$ cat config.mk
export PLATFORM = sky130hd
export DESIGN_NAME = round_robin_interval_scheduler_top
export DESIGN_NICKNAME = d
export VERILOG_FILES = /design/src/rtl/rris_pkg.sv /design/src/rtl/round_robin_interval_scheduler_top.sv /design/src/rtl/rris_ctrl.sv /design/src/rtl/rris_dp.sv
export SDC_FILE = /design/constraint.sdc
export NUM_CORES = 1
export LEC_CHECK = 0
export ABC_AREA = 1
export BUFFER_PORTS_ARGS = -buffer_cell sky130_fd_sc_hd__buf_2
export CAP_MARGIN = 20
export CORE_MARGIN = 4
export CORE_UTILIZATION = 42
export DETAILED_ROUTE_END_ITERATION = 10
export MAX_ROUTING_LAYER = met4
export PLACE_DENSITY = 0.62
export SYNTH_ARGS = -nofsm -noshare
export SYNTH_HDL_FRONTEND = slang
export SYNTH_SLANG_ARGS = --single-unit
$ cat constraint.sdc
create_clock -name clk_i -period 7.3 [get_ports clk_i]
set_input_delay 0.73 -clock clk_i [delete_from_list [all_inputs] [get_ports clk_i]]
set_output_delay 0.73 -clock clk_i [all_outputs]
set_load 0.02 [all_outputs]
$ cat src/rtl/rris_pkg.sv
`timescale 1ns / 1ps

package rris_pkg;

  // default sizes
  localparam int unsigned NUM_KEYS_DEF      = 10;
  localparam int unsigned INTERVAL_BITS_DEF = 16;

  // fixed widths of the register and field formats
  localparam int unsigned COUNT_W     = 16;
  localparam int unsigned CFG_IDX_W   = 3;
  localparam int unsigned CFG_DATA_W  = 64;
  localparam int unsigned SLOT_W      = 16;
  localparam int unsigned SLOTS_PER_W = 4;
  localparam int unsigned CHAN_W      = 4;
  localparam int unsigned MASK_W      = 12;

  // wait loaded after a scan that finds nothing
  localparam logic [COUNT_W-1:0] IDLE_WAIT_MS = COUNT_W'(10);

  typedef enum logic [CFG_IDX_W-1:0] {
    CFG_ENABLE_MASK  = 3'd0,
    CFG_GLOBAL_IVL   = 3'd1,
    CFG_IVL_0_3      = 3'd2,
    CFG_IVL_4_7      = 3'd3,
    CFG_IVL_8_11     = 3'd4
  } cfg_index_e;

  typedef enum logic [2:0] {
    ST_IDLE = 3'b001,
    ST_SCAN = 3'b010,
    ST_EMIT = 3'b100
  } state_e;

  // controller to datapath
  typedef struct packed {
    logic tick;   // tick beat accepted
    logic scan;   // check one channel
    logic emit;   // move result into output register
  } dp_cmd_t;

  // datapath to controller
  typedef struct packed {
    logic skip;      // wait running or halted, no scan this tick
    logic hit;       // current channel eligible
    logic last;      // current channel is the last of the scan
    logic out_free;  // output register can take a result
  } dp_status_t;

endpackage

$ cat src/rtl/round_robin_interval_scheduler_top.sv
`timescale 1ns / 1ps

// channel   direction  handshake              payload
// tick      in         in_valid_i/in_ready_o   halt_i
// result    out        out_valid_o/out_ready_i granted_o, channel_number_o, idle_scan_o
// config    in         cfg_valid_i/cfg_ready_o cfg_index_i, cfg_data_i
//
// a tick goes from accept straight to emit while the wait count runs or halt is set,
// and else scans k = 1 .. NUM_KEYS channels, one channel compare per cycle in the loop
// reset leaves every elapsed count saturated, pointer and wait count at zero
// the result sits in an output register; the next tick beat is taken while it waits,
// and that tick's own result is held back until the register frees up
// config beats are always taken, and are meant to arrive only while the block is idle

module round_robin_interval_scheduler_top #(
  parameter int unsigned NUM_KEYS      = rris_pkg::NUM_KEYS_DEF,
  parameter int unsigned INTERVAL_BITS = rris_pkg::INTERVAL_BITS_DEF
) (
  input  logic                            clk_i,
  input  logic                            rst_ni,
  // tick channel
  input  logic                            in_valid_i,
  output logic                            in_ready_o,
  input  logic                            halt_i,
  // result channel
  output logic                            out_valid_o,
  input  logic                            out_ready_i,
  output logic                            granted_o,
  output logic [rris_pkg::CHAN_W-1:0]     channel_number_o,
  output logic                            idle_scan_o,
  // config channel
  input  logic                            cfg_valid_i,
  output logic                            cfg_ready_o,
  input  logic [rris_pkg::CFG_IDX_W-1:0]  cfg_index_i,
  input  logic [rris_pkg::CFG_DATA_W-1:0] cfg_data_i
);

  rris_pkg::dp_cmd_t    cmd;
  rris_pkg::dp_status_t status;

  // register writes land in the cycle after the beat, so config never stalls
  assign cfg_ready_o = 1'b1;

  // sequencer: accept tick, walk the scan, hand off the result
  rris_ctrl u_ctrl (
    .clk_i      (clk_i),
    .rst_ni     (rst_ni),
    .in_valid_i (in_valid_i),
    .in_ready_o (in_ready_o),
    .status_i   (status),
    .cmd_o      (cmd)
  );

  // counts, pointer, wait count, config registers and output register
  rris_dp #(
    .NUM_KEYS      (NUM_KEYS),
    .INTERVAL_BITS (INTERVAL_BITS)
  ) u_dp (
    .clk_i            (clk_i),
    .rst_ni           (rst_ni),
    .halt_i           (halt_i),
    .cfg_valid_i      (cfg_valid_i),
    .cfg_index_i      (cfg_index_i),
    .cfg_data_i       (cfg_data_i),
    .out_ready_i      (out_ready_i),
    .out_valid_o      (out_valid_o),
    .granted_o        (granted_o),
    .channel_number_o (channel_number_o),
    .idle_scan_o      (idle_scan_o),
    .cmd_i            (cmd),
    .status_o         (status)
  );

endmodule

$ cat src/rtl/rris_ctrl.sv
`timescale 1ns / 1ps

module rris_ctrl (
  input  logic                 clk_i,
  input  logic                 rst_ni,
  input  logic                 in_valid_i,
  output logic                 in_ready_o,
  input  rris_pkg::dp_status_t status_i,
  output rris_pkg::dp_cmd_t    cmd_o
);

  rris_pkg::state_e state_q, state_d;

  always_comb begin
    state_d    = state_q;
    cmd_o      = '0;
    in_ready_o = 1'b0;
    case (state_q)
      rris_pkg::ST_IDLE: begin
        in_ready_o = 1'b1;
        if (in_valid_i) begin
          cmd_o.tick = 1'b1;
          state_d    = status_i.skip ? rris_pkg::ST_EMIT : rris_pkg::ST_SCAN;
        end
      end
      rris_pkg::ST_SCAN: begin
        cmd_o.scan = 1'b1;
        if (status_i.hit || status_i.last) begin
          state_d = rris_pkg::ST_EMIT;
        end
      end
      rris_pkg::ST_EMIT: begin
        if (status_i.out_free) begin
          cmd_o.emit = 1'b1;
          state_d    = rris_pkg::ST_IDLE;
        end
      end
      default: begin
        state_d = rris_pkg::ST_IDLE;
      end
    endcase
  end

  always_ff @(posedge clk_i or negedge rst_ni) begin
    if (!rst_ni) begin
      state_q <= rris_pkg::ST_IDLE;
    end else begin
      state_q <= state_d;
    end
  end

endmodule

$ cat src/rtl/rris_dp.sv
`timescale 1ns / 1ps

module rris_dp #(
  parameter int unsigned NUM_KEYS      = rris_pkg::NUM_KEYS_DEF,
  parameter int unsigned INTERVAL_BITS = rris_pkg::INTERVAL_BITS_DEF
) (
  input  logic                                clk_i,
  input  logic                                rst_ni,
  input  logic                                halt_i,
  input  logic                                cfg_valid_i,
  input  logic [rris_pkg::CFG_IDX_W-1:0]      cfg_index_i,
  input  logic [rris_pkg::CFG_DATA_W-1:0]     cfg_data_i,
  input  logic                                out_ready_i,
  output logic                                out_valid_o,
  output logic                                granted_o,
  output logic [rris_pkg::CHAN_W-1:0]         channel_number_o,
  output logic                                idle_scan_o,
  input  rris_pkg::dp_cmd_t                   cmd_i,
  output rris_pkg::dp_status_t                status_o
);

  localparam int unsigned PTR_W = (NUM_KEYS > 1) ? $clog2(NUM_KEYS) : 1;
  localparam logic [PTR_W-1:0] LAST_CH = PTR_W'(NUM_KEYS - 1);
  localparam logic [rris_pkg::COUNT_W-1:0] COUNT_MAX = '1;

  // configuration
  logic [NUM_KEYS-1:0]           en_q, en_d;
  logic [rris_pkg::COUNT_W-1:0]  gap_q, gap_d;
  logic [INTERVAL_BITS-1:0]      ivl_q [NUM_KEYS];
  logic [INTERVAL_BITS-1:0]      ivl_d [NUM_KEYS];

  // scheduler state
  logic [rris_pkg::COUNT_W-1:0]  cnt_q [NUM_KEYS];
  logic [rris_pkg::COUNT_W-1:0]  cnt_d [NUM_KEYS];
  logic [PTR_W-1:0]              ptr_q, ptr_d;
  logic [rris_pkg::COUNT_W-1:0]  wait_q, wait_d;
  logic [PTR_W-1:0]              cur_q, cur_d;
  logic [PTR_W-1:0]              step_q, step_d;

  // staged result and output register
  logic                          res_grant_q, res_grant_d;
  logic [rris_pkg::CHAN_W-1:0]   res_ch_q, res_ch_d;
  logic                          res_idle_q, res_idle_d;
  logic                          out_valid_q, out_valid_d;
  logic                          out_grant_q;
  logic [rris_pkg::CHAN_W-1:0]   out_ch_q;
  logic                          out_idle_q;

  logic                          hit;
  logic                          last;
  logic [PTR_W-1:0]              cur_next;

  assign hit      = en_q[cur_q] &&
                    (cnt_q[cur_q] >= rris_pkg::COUNT_W'(ivl_q[cur_q]));
  assign last     = (step_q == LAST_CH);
  assign cur_next = (cur_q == LAST_CH) ? '0 : cur_q + PTR_W'(1);

  assign status_o.skip     = (wait_q != '0) || halt_i;
  assign status_o.hit      = hit;
  assign status_o.last     = last;
  assign status_o.out_free = !out_valid_q || out_ready_i;

  // register writes
  always_comb begin
    en_d  = en_q;
    gap_d = gap_q;
    for (int c = 0; c < NUM_KEYS; c++) begin
      ivl_d[c] = ivl_q[c];
    end
    if (cfg_valid_i) begin
      case (cfg_index_i)
        rris_pkg::CFG_ENABLE_MASK: en_d  = cfg_data_i[NUM_KEYS-1:0];
        rris_pkg::CFG_GLOBAL_IVL:  gap_d = cfg_data_i[rris_pkg::COUNT_W-1:0];
        default: begin
        end
      endcase
      for (int c = 0; c < NUM_KEYS; c++) begin
        if (cfg_index_i == rris_pkg::CFG_IDX_W'(32'(rris_pkg::CFG_IVL_0_3) +
                                                c / rris_pkg::SLOTS_PER_W)) begin
          ivl_d[c] = cfg_data_i[(c % rris_pkg::SLOTS_PER_W) * rris_pkg::SLOT_W +:
                                INTERVAL_BITS];
        end
      end
    end
  end

  // tick, scan and emit
  always_comb begin
    for (int c = 0; c < NUM_KEYS; c++) begin
      cnt_d[c] = cnt_q[c];
    end
    ptr_d       = ptr_q;
    wait_d      = wait_q;
    cur_d       = cur_q;
    step_d      = step_q;
    res_grant_d = res_grant_q;
    res_ch_d    = res_ch_q;
    res_idle_d  = res_idle_q;
    out_valid_d = out_valid_q;

    if (cmd_i.tick) begin
      for (int c = 0; c < NUM_KEYS; c++) begin
        if (cnt_q[c] != COUNT_MAX) begin
          cnt_d[c] = cnt_q[c] + rris_pkg::COUNT_W'(1);
        end
      end
      res_grant_d = 1'b0;
      res_ch_d    = '0;
      res_idle_d  = 1'b0;
      cur_d       = ptr_q;
      step_d      = '0;
      if (wait_q != '0) begin
        wait_d = wait_q - rris_pkg::COUNT_W'(1);
      end
    end

    if (cmd_i.scan) begin
      if (hit) begin
        cnt_d[cur_q] = '0;
        ptr_d        = cur_next;
        wait_d       = gap_q;
        res_grant_d  = 1'b1;
        res_ch_d     = rris_pkg::CHAN_W'(cur_q) + rris_pkg::CHAN_W'(1);
      end else if (last) begin
        wait_d     = rris_pkg::IDLE_WAIT_MS;
        res_idle_d = 1'b1;
      end else begin
        cur_d  = cur_next;
        step_d = step_q + PTR_W'(1);
      end
    end

    if (cmd_i.emit) begin
      out_valid_d = 1'b1;
    end else if (out_ready_i) begin
      out_valid_d = 1'b0;
    end
  end

  always_ff @(posedge clk_i or negedge rst_ni) begin
    if (!rst_ni) begin
      en_q        <= '0;
      gap_q       <= '0;
      ptr_q       <= '0;
      wait_q      <= '0;
      out_valid_q <= 1'b0;
      for (int c = 0; c < NUM_KEYS; c++) begin
        ivl_q[c] <= '0;
        cnt_q[c] <= COUNT_MAX;
      end
    end else begin
      en_q        <= en_d;
      gap_q       <= gap_d;
      ptr_q       <= ptr_d;
      wait_q      <= wait_d;
      out_valid_q <= out_valid_d;
      for (int c = 0; c < NUM_KEYS; c++) begin
        ivl_q[c] <= ivl_d[c];
        cnt_q[c] <= cnt_d[c];
      end
    end
  end

  always_ff @(posedge clk_i) begin
    cur_q       <= cur_d;
    step_q      <= step_d;
    res_grant_q <= res_grant_d;
    res_ch_q    <= res_ch_d;
    res_idle_q  <= res_idle_d;
    if (cmd_i.emit) begin
      out_grant_q <= res_grant_q;
      out_ch_q    <= res_ch_q;
      out_idle_q  <= res_idle_q;
    end
  end

  assign out_valid_o      = out_valid_q;
  assign granted_o        = out_grant_q;
  assign channel_number_o = out_ch_q;
  assign idle_scan_o      = out_idle_q;

endmodule

# Yosys cells after proc, flatten, opt, wreduce, memory -nomap -nowiden
# Cells that the tools add are included.
dict set report totals {
  memories 0
  register_bits 390
  latch_bits 0
  input_bits 73
  output_inout_bits 9
  ramBits 0
  rom_bits 0
}
dict set report classes {
  n_lt_le_gt_ge 4
  mux 60
  n_addsub 13
  multipliers 0
  n_bitwise 3
  n_reduce_logical 16
  n_shift 0
  eq_ne 22
  div_mod_pow 0
}
# cell count
set ops {}
lappend ops {{$mux 160} 3}
lappend ops {{$mux 16} 20}
lappend ops {{$add 16x1->16 const B} 10}
lappend ops {{$and 160x160->160} 1}
lappend ops {{$ne 16x16->1 const B} 10}
lappend ops {{$not 160->160} 1}
lappend ops {{$bmux 16 s4} 2}
lappend ops {{$demux 16 s4} 1}
lappend ops {{$mux 4} 12}
lappend ops {{$ge 16x16->1} 1}
lappend ops {{$mux 1} 16}
lappend ops {{$reduce_bool 16->1} 1}
lappend ops {{$sub 16x1->16 const B} 1}
lappend ops {{$mux 3} 4}
lappend ops {{$reduce_and 2->1} 6}
lappend ops {{$eq 3x2->1 const B} 3}
lappend ops {{$pmux 3 s3} 1}
lappend ops {{$add 4x1->4 const B} 2}
lappend ops {{$eq 4x4->1 const B} 2}
lappend ops {{$eq 3x1->1 const B} 2}
lappend ops {{$eq 3x3->1 const B} 2}
lappend ops {{$ge 5x5->1 const B} 1}
lappend ops {{$lt 4x5->1 const B} 1}
lappend ops {{$lt 5x1->1 const B} 1}
lappend ops {{10 further kinds} 14}

# Depth between registers and ports, before layout
# Gate-level depths: netlist (run 1).
dict set report depth {
  ltp_word 9
  ltp_mapped 25
  mapped_depth_nobuf 20
}

# Hierarchy
# Synthesis (run 1) repeated with hierarchy kept, for this count alone.
dict set report hier_totals {
  hier_cells 2964
  hier_area_um2 22207.5
}
# module cells_per_inst instances area_per_inst_um2
set by_module_without_submodules {}
lappend by_module_without_submodules {rris_dp 2929 1 21971.1}
lappend by_module_without_submodules {rris_ctrl 33 1 225.2}
lappend by_module_without_submodules {round_robin_interval_scheduler_top 2 1 11.3}

# Least setup slack after synthesis (run 1)
# No wires, ideal clock.
dict set report synth_path {
  path_kind {flip-flop to flip-flop}
  from {register u_dp.cur_q[1]}
  to {register u_ctrl.state_q[2]}
  path_stages_with_launch 20
  arrival_ns 2.877
  synth_period_minus_slack_ns 2.994
  path_slack_ns 4.306
  n_path_buf 4
  t_required_ns 7.183
  cell_sequence {dfxtp_1 > buf_6 > clkbuf_1 > clkbuf_1 > a21oi_1 > o21ai_0 > nand2_1 > a221o_1 > ha_1 > nand2_1 > inv_1 > o21bai_1 > a21oi_1 > nor2_1 > nand2_2 > nand2_1 > nand3_2 > buf_6 > nand3_1 > nand2_1}
}
dict set report synth_between {
  elab_chain_len 9
  elab_cells_between_ends 14
  cone_classes {1 x order compare; 1 x eq/ne; 8 x mux; 1 x bitwise; 3 x reduce/logical}
}
# element line
set synth_lines {}
lappend synth_lines {{start: declaration} rris_dp.sv:37} ;# logic [PTR_W-1:0] cur_q, cur_d;
lappend synth_lines {{start signal: assignment} rris_dp.sv:165} ;# cur_q <= cur_d;
lappend synth_lines {{$not 4->5 (implied by the code)} rris_dp.sv:54} ;# (cnt_q[cur_q] >= rris_pkg::COUNT_W'(ivl_q[cur_q]));
lappend synth_lines {{$bmux 16 s4} rris_dp.sv:54}
lappend synth_lines {{$mux 16 (implied by the code) (2 in a row)} rris_dp.sv:54}
lappend synth_lines {{$ge 16x16->1} rris_dp.sv:54}
lappend synth_lines {{$logic_and 1x1->1 (*)} rris_dp.sv:53} ;# assign hit = en_q[cur_q] &&
lappend synth_lines {{$logic_or 1x1->1 (*)} rris_ctrl.sv:28} ;# if (status_i.hit || status_i.last) begin
lappend synth_lines {{$ne 2x1->1 (no source line) (*)} n/a}
lappend synth_lines {{$reduce_and 3->1 (no source line) (*)} n/a}
lappend synth_lines {{end signal: assignment} rris_ctrl.sv:46} ;# state_q <= rris_pkg::ST_IDLE;
lappend synth_lines {{end signal: assignment} rris_ctrl.sv:48} ;# state_q <= state_d;
lappend synth_lines {{end: declaration} rris_ctrl.sv:12} ;# rris_pkg::state_e state_q, state_d;
# Every way passes the cells marked *; elsewhere a longest branch is shown, timed or not. The select of a mux whose other input is x is not followed.
# A chain may end at the register's enable or synchronous reset.

==> flow_summary.toml, run 1 <==
[sta]
setup_tns_ns = 0
drv_slew = 0
rsz0062_at_grt = "no"
worst_slack_ns = 2.59
skew_ns = 0.0188
worst_pin_slew_ns = 1.09
fin_crit_ns = 4.71
finalHoldViolCount = 0
slew_headroom_pct = 27.2
hold_slack_ns = 0.0905
setup_viol = 0
clock.fmax_mhz = 212
fin_crit_sh_pct = 64.5

[grt]
overflow = 0
grt_pass1_vias = 18600
grt_pass1_wl_um = 101000
antenna_found_initial = 1
grtUsageTotal_pct = 22.7
grt_start_max_net_pins = 199

[clock_tree]
hold_buffers = 0
clk_latency_ns = 0.59
post-cts-setup-buffer-count = 0
clock_path_buffers = 3
cts-root-buf = "clkbuf_16"
tritoncts = "done"
cts.reportedPaths.clkPinSlew_ns = 0.06
htreeDepth = 2
cts_resized = 0
clock-sinks = 390
numCtsBuffers = 45

[critical_path]
r2r-start = "u_dp.cur_q[0]"
worstPathArrival_ns = 5.19
crit_buf_inv = 2
path_max_fanout = 82
crit_cells = 15
crit_top_cell = "a21oi_1"
cp_slowest_stage_delay_ns = 0.69
crit_chain = "buf_4, buf_4, a21oi_1, o21ai_0, a21oi_1, a221o_1, ha_1, nand2_1, o21bai_1, a21oi_1, nor2_1, nand2_2, nand4_1, nor2_2, nor2_1"
reg2regPathDepth = 15
cpMaxStageDelayCell = "buf_4"
startpoint_type = "flip-flop"
reg2reg_to = "u_dp.cnt_q[35]"
critPathRequiredTime_ns = 7.78
path_class = "reg2reg"
critPathTopFamily = "simple AND/OR/NAND/NOR gates"
end_kind = "flip-flop"
rrSetupSlack_ns = 2.59

[yosys]
ys_ff_latch = 390
ys_async_sr_fraction_pct = 94.9
yosysUniqueCellTypes = 49
synth_flop_cell = "dfrtp_1"
netlist_area_sq_mm = 0.0219
synth_cells = 2887
yosysWarnings = 0
syn-num-nets = 2993
ys_seq_area_share_pct = 45.3
synth-edff-count = 6
syn_avg_cell_area_sq_um = 7.59

[power]
peakVddDrop_mv = 0.221
p_per_area_mw_per_mm2 = 305
p_leak_nw = 11.2

[layout]
final-instance-count-excl-fill = 3607
design_area_sq_mm = 0.0242
drive_gt1_share_pct = 12.5
area_growth_syn_to_layout_pct = 10.3
nNetsFinal = 2996

[detailed_routing]
via_count = 19400
first_pass_iters = 6
drt_drc_violations_left = 0
dr.first_iter.drc_count = 1695
wl_per_cell_um = 17.5
wl_um = 63200
drtAntennaViolNets = 0
viasPerCell = 5.39

[floorplan]
start_util_pct = 42.6
dieArea_sq_mm = 0.0559
die_y_um = 236
pin_count = 82
die_w_um = 236
core_area_sq_mm = 0.0515
rows = 83

[run_status]
status = "completed"

[placed_design]
post-place-cells = 3522
portBuffers = 80
dp.final_hpwl_um = 43400
pre_cts_ws_ns = 2.73
postPlaceCellArea_sq_mm = 0.0227
place.gp.congestion = 0.910

[flow_run]
cap_viol_max_count = 0

[min_path]
min_path_type = "in2async"
-- Yosys cell counts (all sizes together), types with 4 or more instances --
cell type | count | area [sq um]
a21oi | 98 | 490
a221o | 11 | 110
a22o | 15 | 131
buf | 49 | 290
clkbuf | 91 | 342
dfrtp | 209 | 5230
dfstp | 161 | 4230
dfxtp | 14 | 280
edfxtp | 6 | 180
ha | 33 | 413
inv | 265 | 997
nand2 | 613 | 2310
nand3 | 183 | 951
nand4 | 38 | 283
nor2 | 429 | 1690
nor3 | 36 | 196
nor4 | 4 | 25.0
o211ai | 4 | 30.0
o21ai | 444 | 2240
o22ai | 36 | 225
xnor2 | 23 | 201
xor2 | 105 | 920
-- state kept, by name (all words and copies together), names as in the netlist --
name and flops:
u_dp.out_valid_o 1, u_dp.gap_q 16, u_dp.res_idle_q 1, u_ctrl.state_q 3, u_dp.idle_scan_o 1, u_dp.cnt_q 160, u_dp.wait_q 16, u_dp.res_grant_q 1
u_dp.ivl_q 160, u_dp.channel_number_o 4, u_dp.cur_q 4, u_dp.step_q 4, u_dp.granted_o 1, u_dp.en_q 10, u_dp.ptr_q 4, u_dp.res_ch_q 4
-- power breakdown --
| part | leakage, nW | total, mW | switching [mW] | internal [mW] |
|---|---|---|---|---|
| combinational | 6.01 | 1.86 | 1.16 | 0.696 |
| sequential | 4.45 | 3.36 | 0.524 | 2.83 |
| clock | 0.702 | 2.17 | 0.927 | 1.24 |
| total | 11.2 | 7.38 | 2.61 | 4.77 |
-- worst register-to-register path, stage by stage (launching register included) --
cell      delay (ns)
dfxtp_4         0.52
buf_4           0.51
buf_4           0.72
a21oi_1         0.20
o21ai_0         0.11
a21oi_1         0.15
a221o_1         0.38
ha_1            0.32
nand2_1         0.07
o21bai_1        0.16
a21oi_1         0.17
nor2_1          0.07
nand2_2         0.22
nand4_1         0.22
nor2_2          0.64
nor2_1          0.14
-- layout by cell type (no fill, tap or decap), types with 33 or more instances in the layout --
| cell | count |
|---|---|
| nand2_1 | 609 |
| nand4_1 | 35 |
| ha_1 | 33 |
| nor3_1 | 34 |
| clkbuf_16 | 46 |
| a21oi_1 | 98 |
| nand3_1 | 177 |
| buf_2 | 79 |
| o22ai_1 | 36 |
| o21ai_0 | 430 |
| dfstp_2 | 161 |
| xor2_1 | 105 |
| dfrtp_1 | 209 |
| nor2_1 | 416 |
| inv_1 | 262 |
-- stage by stage --
step | power (mW) | utilization (%)
after floorplan | 4.61 | -
after global placement | 5.18 | 44.1
after detailed placement | 5.23 | 44.1
after CTS | 7.44 | 46.9
after global routing | 7.89 | 46.9
final | 7.38 | 46.9
-- cell type report --
type | instances | area, sq um
flip-flops and latches | 390 | 9930
inverters | 265 | 1000
clock buffers | 64 | 1300
fillers | 5205 | 27300
clock inverters | 19 | 116
repair buffers | 96 | 576
well taps | 680 | 851
diodes | 1 | 2.50
multi-input cells | 2092 | 10400
-- cell families (layout without fill, tap and decap cells) --
kind of cell	count (synthesis)	in the layout	synth area share [%]
other	1	2	0.0171
AOI/OAI and AO/OA	618	618	15.1
DFF	390	390	45.3
buffers and inverters	405	444	7.43
and+or+nand+nor	1311	1311	25.2
xor gates and xnor gates	128	128	5.11
muxes	1	1	0.0457
adders and majority gates	33	33	1.88
-- how the worst max path moves through the flow --
stage	slack [ns]	endpoint	startpoint
after floorplan	4.31	u_ctrl.state_q[2]	u_dp.cur_q[1]
after global placement	2.74	u_dp.cnt_q[108]	u_dp.cur_q[0]
after detailed placement	2.73	u_dp.cnt_q[108]	u_dp.cur_q[0]
after CTS	2.71	u_dp.cnt_q[108]	u_dp.cur_q[0]
after global routing	2.24	u_dp.cnt_q[102]	u_dp.cur_q[1]
final	2.59	u_dp.cnt_q[35]	u_dp.cur_q[0]
-- layer usage --
layer / part of all wire [%] / global-route usage, % / routed length [um] / vias up
met5: 0 / - / 0 / -
met4: 4.4 / 8.81 / 2770 / 0
met3: 5.2 / 3.35 / 3290 / 164
met2: 48 / 36.7 / 30100 / 580
met1: 43 / 28.9 / 27000 / 9260
li1: - / - / - / 9438
Power figures use the tool's default switching activity.
==> inputs of run 2 (changes only) <==
Settings changed: ABC_AREA 1 to 0, PLACE_DENSITY 0.62 to 0.64.
Clock period 7.3 ns to 4.1 ns, I/O delays scaled along.
==> flow_summary.toml, run 2 <==
[sta]
slew_headroom_pct = 29.9
skew_ns = 0.0157
worst_slack_ns = 0.259
setup_tns_ns = 0
fin_crit_ns = 3.84
fin_crit_sh_pct = 93.7
setup_viol = 0
drv_slew = 0
worst_pin_slew_ns = 1.05
finalHoldViolCount = 0
rsz0062_at_grt = "no"
clock.fmax_mhz = 260

[yosys]
ys_seq_area_share_pct = 48.5
synth_area_leaders = "dfrtp_1 26%, dfstp_2 21%, mux2_2 10%"
ys_ff_latch = 390
netlist_area_sq_mm = 0.0205
synth_common_cells = "244 x nor2_1, 209 x dfrtp_1, 190 x mux2_2"
netlist.area_leader.share_pct = 25.6
yosysWarnings = 0
synth_flop_cell = "dfrtp_1"
synth_cells = 1821
ys_async_sr_fraction_pct = 94.9
syn-num-nets = 1927
synth_top_area_cell = "dfrtp_1"
yosysUniqueCellTypes = 69
synth-edff-count = 6
syn_avg_cell_area_sq_um = 11.2
synth.most_common_cell = "nor2_1"

[critical_path]
end_kind = "flip-flop"
critPathTopFamily = "compound AO/OA/AOI/OAI gates"
path_max_fanout = 24
path_class = "reg2reg"
crit_top_cell = "o21ai_0"
startpoint_type = "flip-flop"
cpMaxStageDelayCell = "dfxtp_4"
crit_buf_inv = 3
worstPathArrival_ns = 4.34
critPathRequiredTime_ns = 4.60
crit_chain = "buf_6, mux4_2, a21oi_1, o21ai_0, ha_1, nand2_1, o21ai_0, a221oi_1, a31o_4, buf_12, nor3_2, buf_4, nor2_1"
cp_slowest_stage_delay_ns = 0.53

[clock_tree]
cts_resized = 0
cts-root-buf = "clkbuf_16"
clk_latency_ns = 0.57
clock_path_buffers = 3
tritoncts = "done"
clock-sinks = 390
cts.reportedPaths.clkPinSlew_ns = 0.06
numCtsBuffers = 42
htreeDepth = 2

[layout]
layout_commonest_cell = "nor2_1"
nNetsFinal = 2014
drive_gt1_share_pct = 32.7
area_growth_syn_to_layout_pct = 13.6
largestRegisters = "u_dp.cnt_q (160), u_dp.ivl_q (160)"
design_area_sq_mm = 0.0232
final_util_pct = 48.5
final_cell_mix = "244 x nor2_1, 209 x dfrtp_1, 190 x mux2_2, 161 x dfstp_2, 127 x nand2_1"

[detailed_routing]
dr.first_iter.drc_count = 957
first_pass_iters = 7
wl_per_cell_um = 20.1
drt_drc_violations_left = 0
via_count = 14800
drtAntennaViolNets = 0
viasPerCell = 5.77
wl_um = 51400

[grt]
overflow = 0
grt_start_max_net_pins = 127
grt_pass1_wl_um = 84100
grtUsageTotal_pct = 20.2
grt_pass1_vias = 15100
antenna_found_initial = 2

[placed_design]
place.gp.congestion = 0.958
dp.final_hpwl_um = 35900
portBuffers = 80
pre_cts_ws_ns = 0.129
postPlaceCellArea_sq_mm = 0.0218

[power]
peakVddDrop_mv = 0.367
power_frac_clock_pct = 33.5
seqPwrFrac_pct = 47.6
p_leak_nw = 9.10
p_comb_share_pct = 18.9
swShare_pct = 29.3
p_per_area_mw_per_mm2 = 498
p_sw_mw = 3.40
p_int_mw = 8.18

[floorplan]
die_w_um = 229
start_util_pct = 42.7
pin_count = 82
die_y_um = 229
dieArea_sq_mm = 0.0523
core_area_sq_mm = 0.0479
rows = 80

[run_status]
status = "completed"

[flow_run]
cap_viol_max_count = 0

[min_path]
min_path_type = "in2reg"
-- run 2: cell count changes after synthesis, sizes merged, moves of 20 or more --
| cell | before | now |
|---|---|---|
| nand2 | 613 | 127 |
| o21ai | 444 | 52 |
| inv | 265 | 32 |
| mux2 | 0 | 197 |
| nor2 | 429 | 244 |
| nand3 | 183 | 60 |
| mux4 | 0 | 64 |
| mux2i | 1 | 54 |
| clkbuf | 91 | 41 |
| o22ai | 36 | 4 |
| nand4 | 38 | 69 |
| xor2 | 105 | 74 |
| xnor2 | 23 | 51 |
| nor4 | 4 | 24 |
-- run 2: stage by stage --
stage	hold slack, ns	total power [mW]	cells
6_report	0.0793	11.6	2556
5_1_grt	0.0658	12.2	2555
4_1_cts	0.0519	11.7	2553
3_5_place_dp	0.421	7.73	2477
3_3_place_gp	0.420	7.61	2477
2_1_floorplan	0.114	6.91	1821
-- run 2: power by group through the flow --
stage	Sequential [mW]	Combinational (mW)	Clock, mW
final	5.51	2.19	3.88
after global routing	5.61	2.45	4.14
after CTS	5.49	2.20	3.97
after detailed placement	5.55	2.18	0
after global placement	5.51	2.10	0
after floorplan	5.28	1.63	0
-- run 2: cell type report --
class	count	area (sq um)
tap	615	769
clock buffer	63	1230
fill	4253	24700
sequential	390	9930
multi-input combinational	1314	10100
timing repair buffer	127	957
clock inverter	12	175
antenna	2	5.00
inverter	33	124
-- run 2: cells by family (layout without fill, tap and decap cells) --
group / count (synthesis) / in the layout / synth area share [%]
AOI/OAI and AO/OA: 192 / 192 / 5.54
DFF: 390 / 390 / 48.5
muxes: 315 / 315 / 20.7
adders and majority gates: 33 / 33 / 2.02
buffers and inverters: 117 / 235 / 2.46
xor gates and xnor gates: 125 / 125 / 5.35
and+or+nand+nor: 648 / 648 / 15.5
other: 1 / 3 / 0.0183
-- run 2: metal layers --
| layer | share of wire, % | wire, um | vias to the layer above | global-route usage [%] |
|---|---|---|---|---|
| li1 | - | - | 6751 | - |
| met1 | 46 | 23400 | 7524 | 27.9 |
| met2 | 46 | 23900 | 406 | 31.4 |
| met3 | 5.8 | 2970 | 76 | 3.30 |
| met4 | 2.2 | 1130 | 0 | 5.38 |
| met5 | 0 | 0 | - | - |
-- run 2: final timing paths --
check / start / to / slack [ns] / depth (start not counted)
worst min register to register: u_dp.res_grant_q / u_dp.granted_o / 0.44 / 0
min in group asynchronous: rst_ni / u_dp.ivl_q[55] / 0.53 / 2
worst max-delay path: u_dp.cur_q[0] / u_dp.cnt_q[151] / 0.26 / 13
worst max register to register: u_dp.cur_q[0] / u_dp.cnt_q[151] / 0.26 / 13
max in group asynchronous: rst_ni / u_dp.cnt_q[6] / 2.44 / 3
worst min-delay path: cfg_data_i[46] / u_dp.ivl_q[126] / 0.08 / 2
-- run 2: timing repair --
item | in CTS | in global routing
hold endpoints to repair | 76 | 0
buffers inserted | 0 | 1
hold buffers | 1 | 0
endpoints found under the setup margin | 0 | 80
